--- src/hdl/stpf_pkg.sv ---
// Shared types and constants of the spectrum top-peak finder.
package stpf_pkg;

    localparam int LEVEL_W    = 8;
    localparam int BIN_IDX_W  = 10;
    localparam int RANK_W     = 3;
    localparam int CNT_CFG_W  = 4;
    localparam int HW_CFG_W   = 4;
    localparam int LEN_CFG_W  = 11;
    localparam int APB_ADDR_W = 4;
    localparam int APB_DATA_W = 32;

    localparam logic signed [LEVEL_W-1:0] LEVEL_FLOOR = {1'b1, {(LEVEL_W-1){1'b0}}};

    localparam logic [CNT_CFG_W-1:0] RST_PEAK_COUNT      = 4'd1;
    localparam logic [HW_CFG_W-1:0]  RST_PEAK_WIDTH      = 4'd0;
    localparam logic [LEN_CFG_W-1:0] RST_SPECTRUM_LENGTH = 11'd1024;

    // Register index, taken from paddr[3:2].
    localparam logic [1:0] REG_PEAK_COUNT      = 2'd0;
    localparam logic [1:0] REG_PEAK_WIDTH      = 2'd1;
    localparam logic [1:0] REG_SPECTRUM_LENGTH = 2'd2;

    typedef enum logic {
        OP_LOAD   = 1'b0,
        OP_SEARCH = 1'b1
    } op_t;

    typedef struct packed {
        op_t                       op;
        logic [BIN_IDX_W-1:0]      bin_index;
        logic signed [LEVEL_W-1:0] bin_value;
    } in_item_t;

    typedef struct packed {
        logic [RANK_W-1:0]         peak_rank;
        logic [BIN_IDX_W-1:0]      peak_bin;
        logic signed [LEVEL_W-1:0] peak_level;
        logic                      last_peak;
    } out_item_t;

    // Commands from the controller to the datapath.
    typedef struct packed {
        logic load_en;
        logic scan_rd;
        logic first_pass;
        logic clr_max;
        logic emit;
        logic last;
        logic sup_wr;
    } dp_cmd_t;

endpackage

--- src/hdl/stpf_ctrl.sv ---
// Controller of the peak finder: search sequencing, scan and suppression address counters.
module stpf_ctrl #(
    parameter int BIN_DEPTH      = 1024,
    parameter int MAX_PEAKS      = 8,
    parameter int MAX_HALF_WIDTH = 15
) (
    input  logic                                   clk,
    input  logic                                   rst_n,
    input  logic                                   start,
    input  stpf_pkg::op_t                          op,
    input  logic [stpf_pkg::CNT_CFG_W-1:0]         cfg_count,
    input  logic [stpf_pkg::HW_CFG_W-1:0]          cfg_width,
    input  logic [stpf_pkg::LEN_CFG_W-1:0]         cfg_len,
    input  logic [$clog2(BIN_DEPTH)-1:0]           peak_index,
    output logic                                   busy,
    output stpf_pkg::dp_cmd_t                      cmd,
    output logic [$clog2(BIN_DEPTH)-1:0]           scan_addr,
    output logic [$clog2(BIN_DEPTH)-1:0]           sup_addr,
    output logic [$clog2(MAX_PEAKS+1)-1:0]         rank
);
    import stpf_pkg::*;

    localparam int ADDR_W = $clog2(BIN_DEPTH);
    localparam int LEN_W  = $clog2(BIN_DEPTH + 1);
    localparam int PASS_W = $clog2(MAX_PEAKS + 1);
    localparam int HW_W   = (MAX_HALF_WIDTH > 0) ? $clog2(MAX_HALF_WIDTH + 1) : 1;

    typedef enum logic [2:0] {
        S_IDLE,
        S_PASS,
        S_SCAN,
        S_WAIT,
        S_REPORT,
        S_SUPP
    } state_t;

    state_t            state_reg;
    logic [ADDR_W-1:0] addr_reg;
    logic [PASS_W-1:0] pass_reg;
    logic [ADDR_W-1:0] sup_addr_reg;
    logic [ADDR_W-1:0] sup_hi_reg;

    logic [PASS_W-1:0] count_sat;
    logic [HW_W-1:0]   width_sat;
    logic [LEN_W-1:0]  len_sat;
    logic [LEN_W-1:0]  len_m1;
    logic              last_pass;
    logic [31:0]       hi_full;
    logic [ADDR_W-1:0] lo_addr;
    logic [ADDR_W-1:0] hi_addr;

    assign count_sat = (32'(cfg_count) > 32'(MAX_PEAKS)) ? PASS_W'(MAX_PEAKS)
                                                         : PASS_W'(cfg_count);
    assign width_sat = (32'(cfg_width) > 32'(MAX_HALF_WIDTH)) ? HW_W'(MAX_HALF_WIDTH)
                                                              : HW_W'(cfg_width);
    assign len_sat   = (32'(cfg_len) > 32'(BIN_DEPTH)) ? LEN_W'(BIN_DEPTH)
                                                       : LEN_W'(cfg_len);
    assign len_m1    = len_sat - LEN_W'(1);
    assign last_pass = (pass_reg == (count_sat - PASS_W'(1)));

    // Suppressed region around the peak, clipped to the first and the last searched bin.
    assign hi_full = 32'(peak_index) + 32'(width_sat);
    assign lo_addr = (32'(peak_index) < 32'(width_sat)) ? '0
                   : ADDR_W'(32'(peak_index) - 32'(width_sat));
    assign hi_addr = (hi_full > 32'(len_m1)) ? ADDR_W'(len_m1) : ADDR_W'(hi_full);

    always_comb
    begin
        cmd            = '0;
        cmd.load_en    = (state_reg == S_IDLE) && start && (op == OP_LOAD);
        cmd.scan_rd    = (state_reg == S_SCAN);
        cmd.first_pass = (pass_reg == '0);
        cmd.clr_max    = (state_reg == S_PASS);
        cmd.emit       = (state_reg == S_REPORT);
        cmd.last       = last_pass;
        cmd.sup_wr     = (state_reg == S_SUPP);
    end

    assign busy      = (state_reg != S_IDLE);
    assign scan_addr = addr_reg;
    assign sup_addr  = sup_addr_reg;
    assign rank      = pass_reg;

    always_ff @(posedge clk or negedge rst_n)
    begin
        if (!rst_n)
        begin
            state_reg    <= S_IDLE;
            addr_reg     <= '0;
            pass_reg     <= '0;
            sup_addr_reg <= '0;
            sup_hi_reg   <= '0;
        end
        else
        begin
            unique case (state_reg)
                S_IDLE:
                begin
                    if (start && (op == OP_SEARCH) && (count_sat != '0))
                    begin
                        pass_reg  <= '0;
                        state_reg <= S_PASS;
                    end
                end
                S_PASS:
                begin
                    addr_reg  <= '0;
                    state_reg <= (len_sat == '0) ? S_REPORT : S_SCAN;
                end
                S_SCAN:
                begin
                    if (LEN_W'(addr_reg) == len_m1)
                    begin
                        state_reg <= S_WAIT;
                    end
                    else
                    begin
                        addr_reg <= addr_reg + ADDR_W'(1);
                    end
                end
                S_WAIT:
                begin
                    state_reg <= S_REPORT;
                end
                S_REPORT:
                begin
                    if (len_sat != '0)
                    begin
                        sup_addr_reg <= lo_addr;
                        sup_hi_reg   <= hi_addr;
                        state_reg    <= S_SUPP;
                    end
                    else if (last_pass)
                    begin
                        state_reg <= S_IDLE;
                    end
                    else
                    begin
                        pass_reg  <= pass_reg + PASS_W'(1);
                        state_reg <= S_PASS;
                    end
                end
                S_SUPP:
                begin
                    if (sup_addr_reg == sup_hi_reg)
                    begin
                        if (last_pass)
                        begin
                            state_reg <= S_IDLE;
                        end
                        else
                        begin
                            pass_reg  <= pass_reg + PASS_W'(1);
                            state_reg <= S_PASS;
                        end
                    end
                    else
                    begin
                        sup_addr_reg <= sup_addr_reg + ADDR_W'(1);
                    end
                end
                default:
                begin
                    state_reg <= S_IDLE;
                end
            endcase
        end
    end

endmodule

--- config.mk ---
export PLATFORM = sky130hd
export DESIGN_NAME = stpf_ctrl
export DESIGN_NICKNAME = d
export VERILOG_FILES = /design/src/hdl/stpf_pkg.sv /design/src/hdl/stpf_ctrl.sv
export SDC_FILE = /design/constraint.sdc
export NUM_CORES = 1
export LEC_CHECK = 0
export ABC_CLOCK_PERIOD_IN_PS = 2500
export BUFFER_PORTS_ARGS = -buffer_cell sky130_fd_sc_hd__clkbuf_2
export CORE_AREA = 2 2 84 86
export DETAILED_ROUTE_END_ITERATION = 12
export DIE_AREA = 0 0 86 88
export GPL_TIMING_DRIVEN = 0
export HOLD_SLACK_MARGIN = 0.06
export PLACE_DENSITY = 0.79
export RECOVER_POWER = 25
export SYNTH_ARGS = -nofsm -noshare
export SYNTH_HDL_FRONTEND = slang
export SYNTH_SLANG_ARGS = --single-unit
--- constraint.sdc ---
create_clock -name clk -period 2.5 [get_ports clk]
set_clock_uncertainty 0.15 [all_clocks]
set_input_delay 0.625 -clock clk [delete_from_list [all_inputs] [get_ports clk]]
set_output_delay 0.625 -clock clk [all_outputs]
set_load 0.05 [all_outputs]
### Word level (Yosys, flattened, before mapping)

Cells that the tools add are included.

* equality and inequality tests: 15
* reduce and logical (&&, ||, !) cells: 18
* bitwise logic cells: 1
* mux-type cells: 21
* magnitude comparators: 4
* add/subtract/negate cells: 7

Operator list (count)
* $mux W10: 5
* $pmux W10 S2: 2
* $add A10 B1 Y10 const B: 2
* $mux W4: 5
* $pmux W3 S6: 1
* $mux W3: 5
* $pmux W4 S3: 1
* $add A10 B4 Y11: 1
* $eq A10 B11 Y1: 1
* $gt A11 B11 Y1: 1
* $gt A11 B11 Y1 const B: 1
* $logic_not A11 Y1: 1
* $mux W11: 1
* $reduce_bool A11 Y1: 1
* $sub A11 B1 Y11 const B: 1
* $eq A10 B10 Y1: 1
* $lt A10 B4 Y1: 1
* $sub A10 B4 Y10: 1
* $ne A2 B1 Y1 const B: 4
* $eq A3 B2 Y1 const B: 2
* $eq A3 B3 Y1 const B: 2
* $ne A2 B2 Y1 const B: 3
* $reduce_and A3 Y1: 2
* $reduce_bool A3 Y1: 2
* 14 further kinds: 19

* bits of input ports: 33
* bits in registers: 37
* output and inout port bits: 32
* logic and storage cells: 71

### Logic depth before layout (Yosys ltp)

* depth after elaboration: 7
* mapped depth: 17
* gate-level depth less buffers: 13

### Worst setup path before layout

OpenSTA, ideal clock, no wires.

* kind: input to register
* start: input port cfg_len[10] in the netlist's numbering
* end: register sup_hi_reg[8]
* arrival: 3.642 ns
* path slack: -1.366 ns
* path buffers: 4
* stages on the path: 17
* setup time: 0.074 ns
* data required time: 2.276 ns
* path through: clkbuf_1 nor2b_1 inv_1 ha_1 buf_1 nand2_1 mux2_2 o22a_1 inv_1 ha_1 nand4_1 or4b_1 or3_1 buf_2 buf_6 a31o_1 o21ai_2

* word-level cells in the longest chain between the ends: 5

RTL lines
* start: declaration: line stpf_ctrl.sv:13 `input logic [stpf_pkg::LEN_CFG_W-1:0] cfg_len,`
* $gt A11 B11 Y1: line stpf_ctrl.sv:56 `assign len_sat = (32'(cfg_len) > 32'(BIN_DEPTH)) ? LEN_W'(BIN_DEPTH)`
* $mux W11 (*): line stpf_ctrl.sv:56
* $sub A11 B1 Y11: line stpf_ctrl.sv:58 `assign len_m1 = len_sat - LEN_W'(1);`
* $gt A11 B11 Y1: line stpf_ctrl.sv:65 `assign hi_addr = (hi_full > 32'(len_m1)) ? ADDR_W'(len_m1) : ADDR_W'(hi_full);`
* $mux W10: line stpf_ctrl.sv:65
* end signal: assignment: line stpf_ctrl.sv:130 `sup_hi_reg <= hi_addr;`
* end: declaration: line stpf_ctrl.sv:41 `logic [ADDR_W-1:0] sup_hi_reg;`

Mark *: on every way between the ends. The rest lies on a longest branch, timed or not.
A chain may end at the register's enable or synchronous reset.

### Final worst setup path

* start: input port cfg_width[0] in the netlist's numbering
* end: register sup_hi_reg[4]

* word-level cells in the longest chain between the ends: 3

RTL lines
* start: declaration: line stpf_ctrl.sv:12 `input logic [stpf_pkg::HW_CFG_W-1:0] cfg_width,`
* $add A10 B4 Y11 (*): line stpf_ctrl.sv:62 `assign hi_full = 32'(peak_index) + 32'(width_sat);`
* $gt A11 B11 Y1: line stpf_ctrl.sv:65
* $mux W10 (*): line stpf_ctrl.sv:65

Marks and branches as above.

==> run_results.csv <==
group,metric,value,unit
synthesis,synthAdderAreaFrac,8.62,%
floorplanning,ios,65,
setup_path,crit_fanout,6,
cells_and_area,layout.nets,610,
setup_path,crit_type,"in2reg",
synthesis,synth_top_family_by_area,"simple AND/OR/NAND/NOR gates",
floorplanning,dieArea,0.00757,mm2
grt,grt_pass1_wl,16100,um
clock_network,cts_inserted_buffers,5,
synthesis,synthArstFlopShare,100,%
timing,drv_slew,0,
placement,io_buffers,62,
setup_path,path_cells,"buf_8 -> ha_4 -> inv_2 -> fa_2 -> nor3_4 -> or3_4 -> nand3_4 -> xnor2_4 -> ha_4 -> nand4_1 -> or4b_1 -> or3_1 -> buf_6 -> buf_6 -> a31o_1 -> o21ai_1",
synthesis,synth-edff-count,0,
synthesis,synth_xor_xnor_area_share,9.57,%
placement,post-place-ws,-1.55,ns
flow_run,maxCapViolations,0,
clock_network,htree_levels,2,
synthesis,syn-num-nets,517,
clock_network,cts_tree,"done",
clock_network,clock-sinks,37,
timing,setup_tns,-17.77,ns
timing,setup_ws,-1.11,ns
clock_network,cts_hold_buf,0,
synthesis,ys_warn_count,0,
synthesis,yosys.area_share.simple,25.8,%
grt,grt.met2_usage,46.5,%
cells_and_area,seqCellArea,927,um2
cells_and_area,area_growth,34.6,%
cells_and_area,drive_gt1_share,33.2,%
setup_path,arrival,3.68,ns
synthesis,synth.distinct_cells,68,
synthesis,seq_area_frac_synth,25.3,%
clock_network,insertion_delay,0.29,ns
routing,drc_errors,0,
floorplanning,start_util,55.1,%
power,powerDensity,773,mW/mm2
routing,ant_nets,0,
setup_path,r2r-start,"scan_addr[4]",
synthesis,synthFlopType,"dfrtp_1",
synthesis,synth-seq-cells,37,
grt,grt_max_degree,38,
setup_path,end_kind,"flop",
synthesis,yosysTopAreaCell,"dfrtp_1",
floorplanning,die_h,88,um
timing,worst_pin_slew,0.922,ns
setup_path,critPathBufInv,4,
timing,finalSetupViolCount,22,
timing,min_period_over_period,145,%
setup_path,regToRegSetupSlack,-0.22,ns
grt,busiest_layer,"met2",
floorplanning,core,0.00664,mm2
floorplanning,rows,30,
setup_path,crit_family,"simple AND/OR/NAND/NOR gates",
timing,slew_headroom,38.6,%
routing,wirelength,10700,um
setup_path,cp_slowest_cell,"or4b_1",
grt,grt_antenna_before_repair,0,
synthesis,synthMostInstantiatedCell,"nand2_1",
timing,hold_violations,0,
cells_and_area,final_core_util,74.2,%
run_status,violations,"setup timing",
clock_network,clockBufferDepth,2,
power,irDropWorstVdd,407,uV
placement,gp_congestion,0.905,
clock_network,path_clk_slew,0.07,ns
synthesis,netlist_instances,460,
power,leakagePower,2.13,nW
grt,grt_use_met1,33.9,%
synthesis,synth.area.mux_share,2.22,%
routing,vias,3947,
setup_path,reg2reg_depth,9,
setup_path,slowest_delay,0.47,ns
grt,use_met3,2.64,%
synthesis,synth_common_cells,"nand2_1, o21ai_0, dfrtp_1",
placement,dp_cells,602,
clock_network,cts_root_buf,"clkbuf_8",
cells_and_area,multi_input_area,0.00293,mm2
setup_path,crit_required,2.57,ns
routing,first_iter_violations,230,
synthesis,avgSynthCellArea,7.96,um2
synthesis,synth_area,0.00366,mm2
grt,grt_pass1_vias,3468,
grt,grtUsageTotal,26.5,%
cells_and_area,antennaDiodeCount,0,
worst_hold_path,min_path_type,"in2async",
synthesis,synth.top_cells.by_area,"dfrtp_1, ha_1, xnor2_1, o21ai_0, nand2_1",
routing,avgViaCountPerCell,6.23,
synthesis,synth-compound-area-share,22.3,%
routing,wl_per_cell,16.9,um
placement,dpl.hpwl,7340,um
cells_and_area,final_cells,634,
timing,max_freq,0.277,GHz
setup_path,r2r-end,"scan_addr[0]",
run_status,status,"finished, violations left",
cells_and_area,fillers,486,
setup_path,start_kind,"input port",
synthesis,yosys.area.top_type_share,25.3,%
routing,firstDrtPassIters,5,
timing,period_needed,3.61,ns
floorplanning,fp.dieW,86,um
timing,rsz0062_at_grt,"true",
grt,grt-ovfl-total,0,
layout make-up:
cell class,count,area share (%)
timing repair buffer,91,12.8
multi-input combinational,372,59.5
clock buffer,8,1.63
tap,80,2.03
buffer,19,3.12
sequential,37,18.8
inverter,27,2.06
logic make-up after synthesis:
kind of cell | Yosys count
flops | 37
simple gates | 176
buf+inv | 51
compound gates | 124
fa+ha+maj | 24
xor+xnor | 40
mux | 8
per-stage QoR:
stage                     total power [mW]  area (um2)  hold WS [ns]
after floorplan                       2.63        3830         0.179
after global routing                  4.05        4930         0.399
final                                 3.81        4930         0.315
after detailed placement              3.15        4240         0.357
after global placement                3.09        4240         0.345
after CTS                             3.68        4700         0.353
metal layers:
layer / up-vias / wire length (um)
met5: - / 0
met4: 0 / 331
met3: 32 / 588
met2: 182 / 5350
met1: 1887 / 4430
li1: 1846 / -
worst max-delay path by stage:
stage             startpoint            end  slack (ns)  depth (start not counted)
3_3_place_gp     cfg_len[10]  sup_hi_reg[0]       -1.48                         18
2_1_floorplan   cfg_width[0]  sup_hi_reg[6]       -1.07                         14
5_1_grt         cfg_width[0]  sup_hi_reg[4]       -1.20                         16
4_1_cts        peak_index[0]  sup_hi_reg[6]       -1.06                         15
6_report        cfg_width[0]  sup_hi_reg[4]       -1.11                         16
3_5_place_dp     cfg_len[10]  sup_hi_reg[7]       -1.55                         16
cell usage in the layout (no fill, tap or decap), types with 5 or more instances in the layout:
cell type and n:
and3_1 6, inv_2 5, or3_1 7, nor3_1 7
mux2i_1 6, nand2b_1 8, clkbuf_2 56, a21oi_1 22
buf_6 13, nand3_1 10, nor3b_1 5, o211ai_1 9
dfrtp_1 36, xor2_1 12, o21ai_1 8, clkbuf_8 6
xnor2_1 23, or4_1 5, clkbuf_1 9, nand4_1 7
nand2_1 45, o21ai_0 31, buf_4 21, ha_4 7
ha_1 15, inv_1 22, nor2b_1 9, nor2_1 22
where the power goes:
part | total [mW] | switching (mW) | leakage, nW | internal, mW
registers | 1.11 | 0.292 | 0.473 | 0.814
logic | 2.31 | 1.47 | 1.62 | 0.835
clock network | 0.397 | 0.199 | 0.0395 | 0.198
what timing repair did:
item                       CTS  global route
buffers inserted            21             5
gates resized for setup     51            37
pin swaps                   35            18
setup endpoints to repair   39            41
cloned                       3             0
Power figures use the tool's default switching activity.
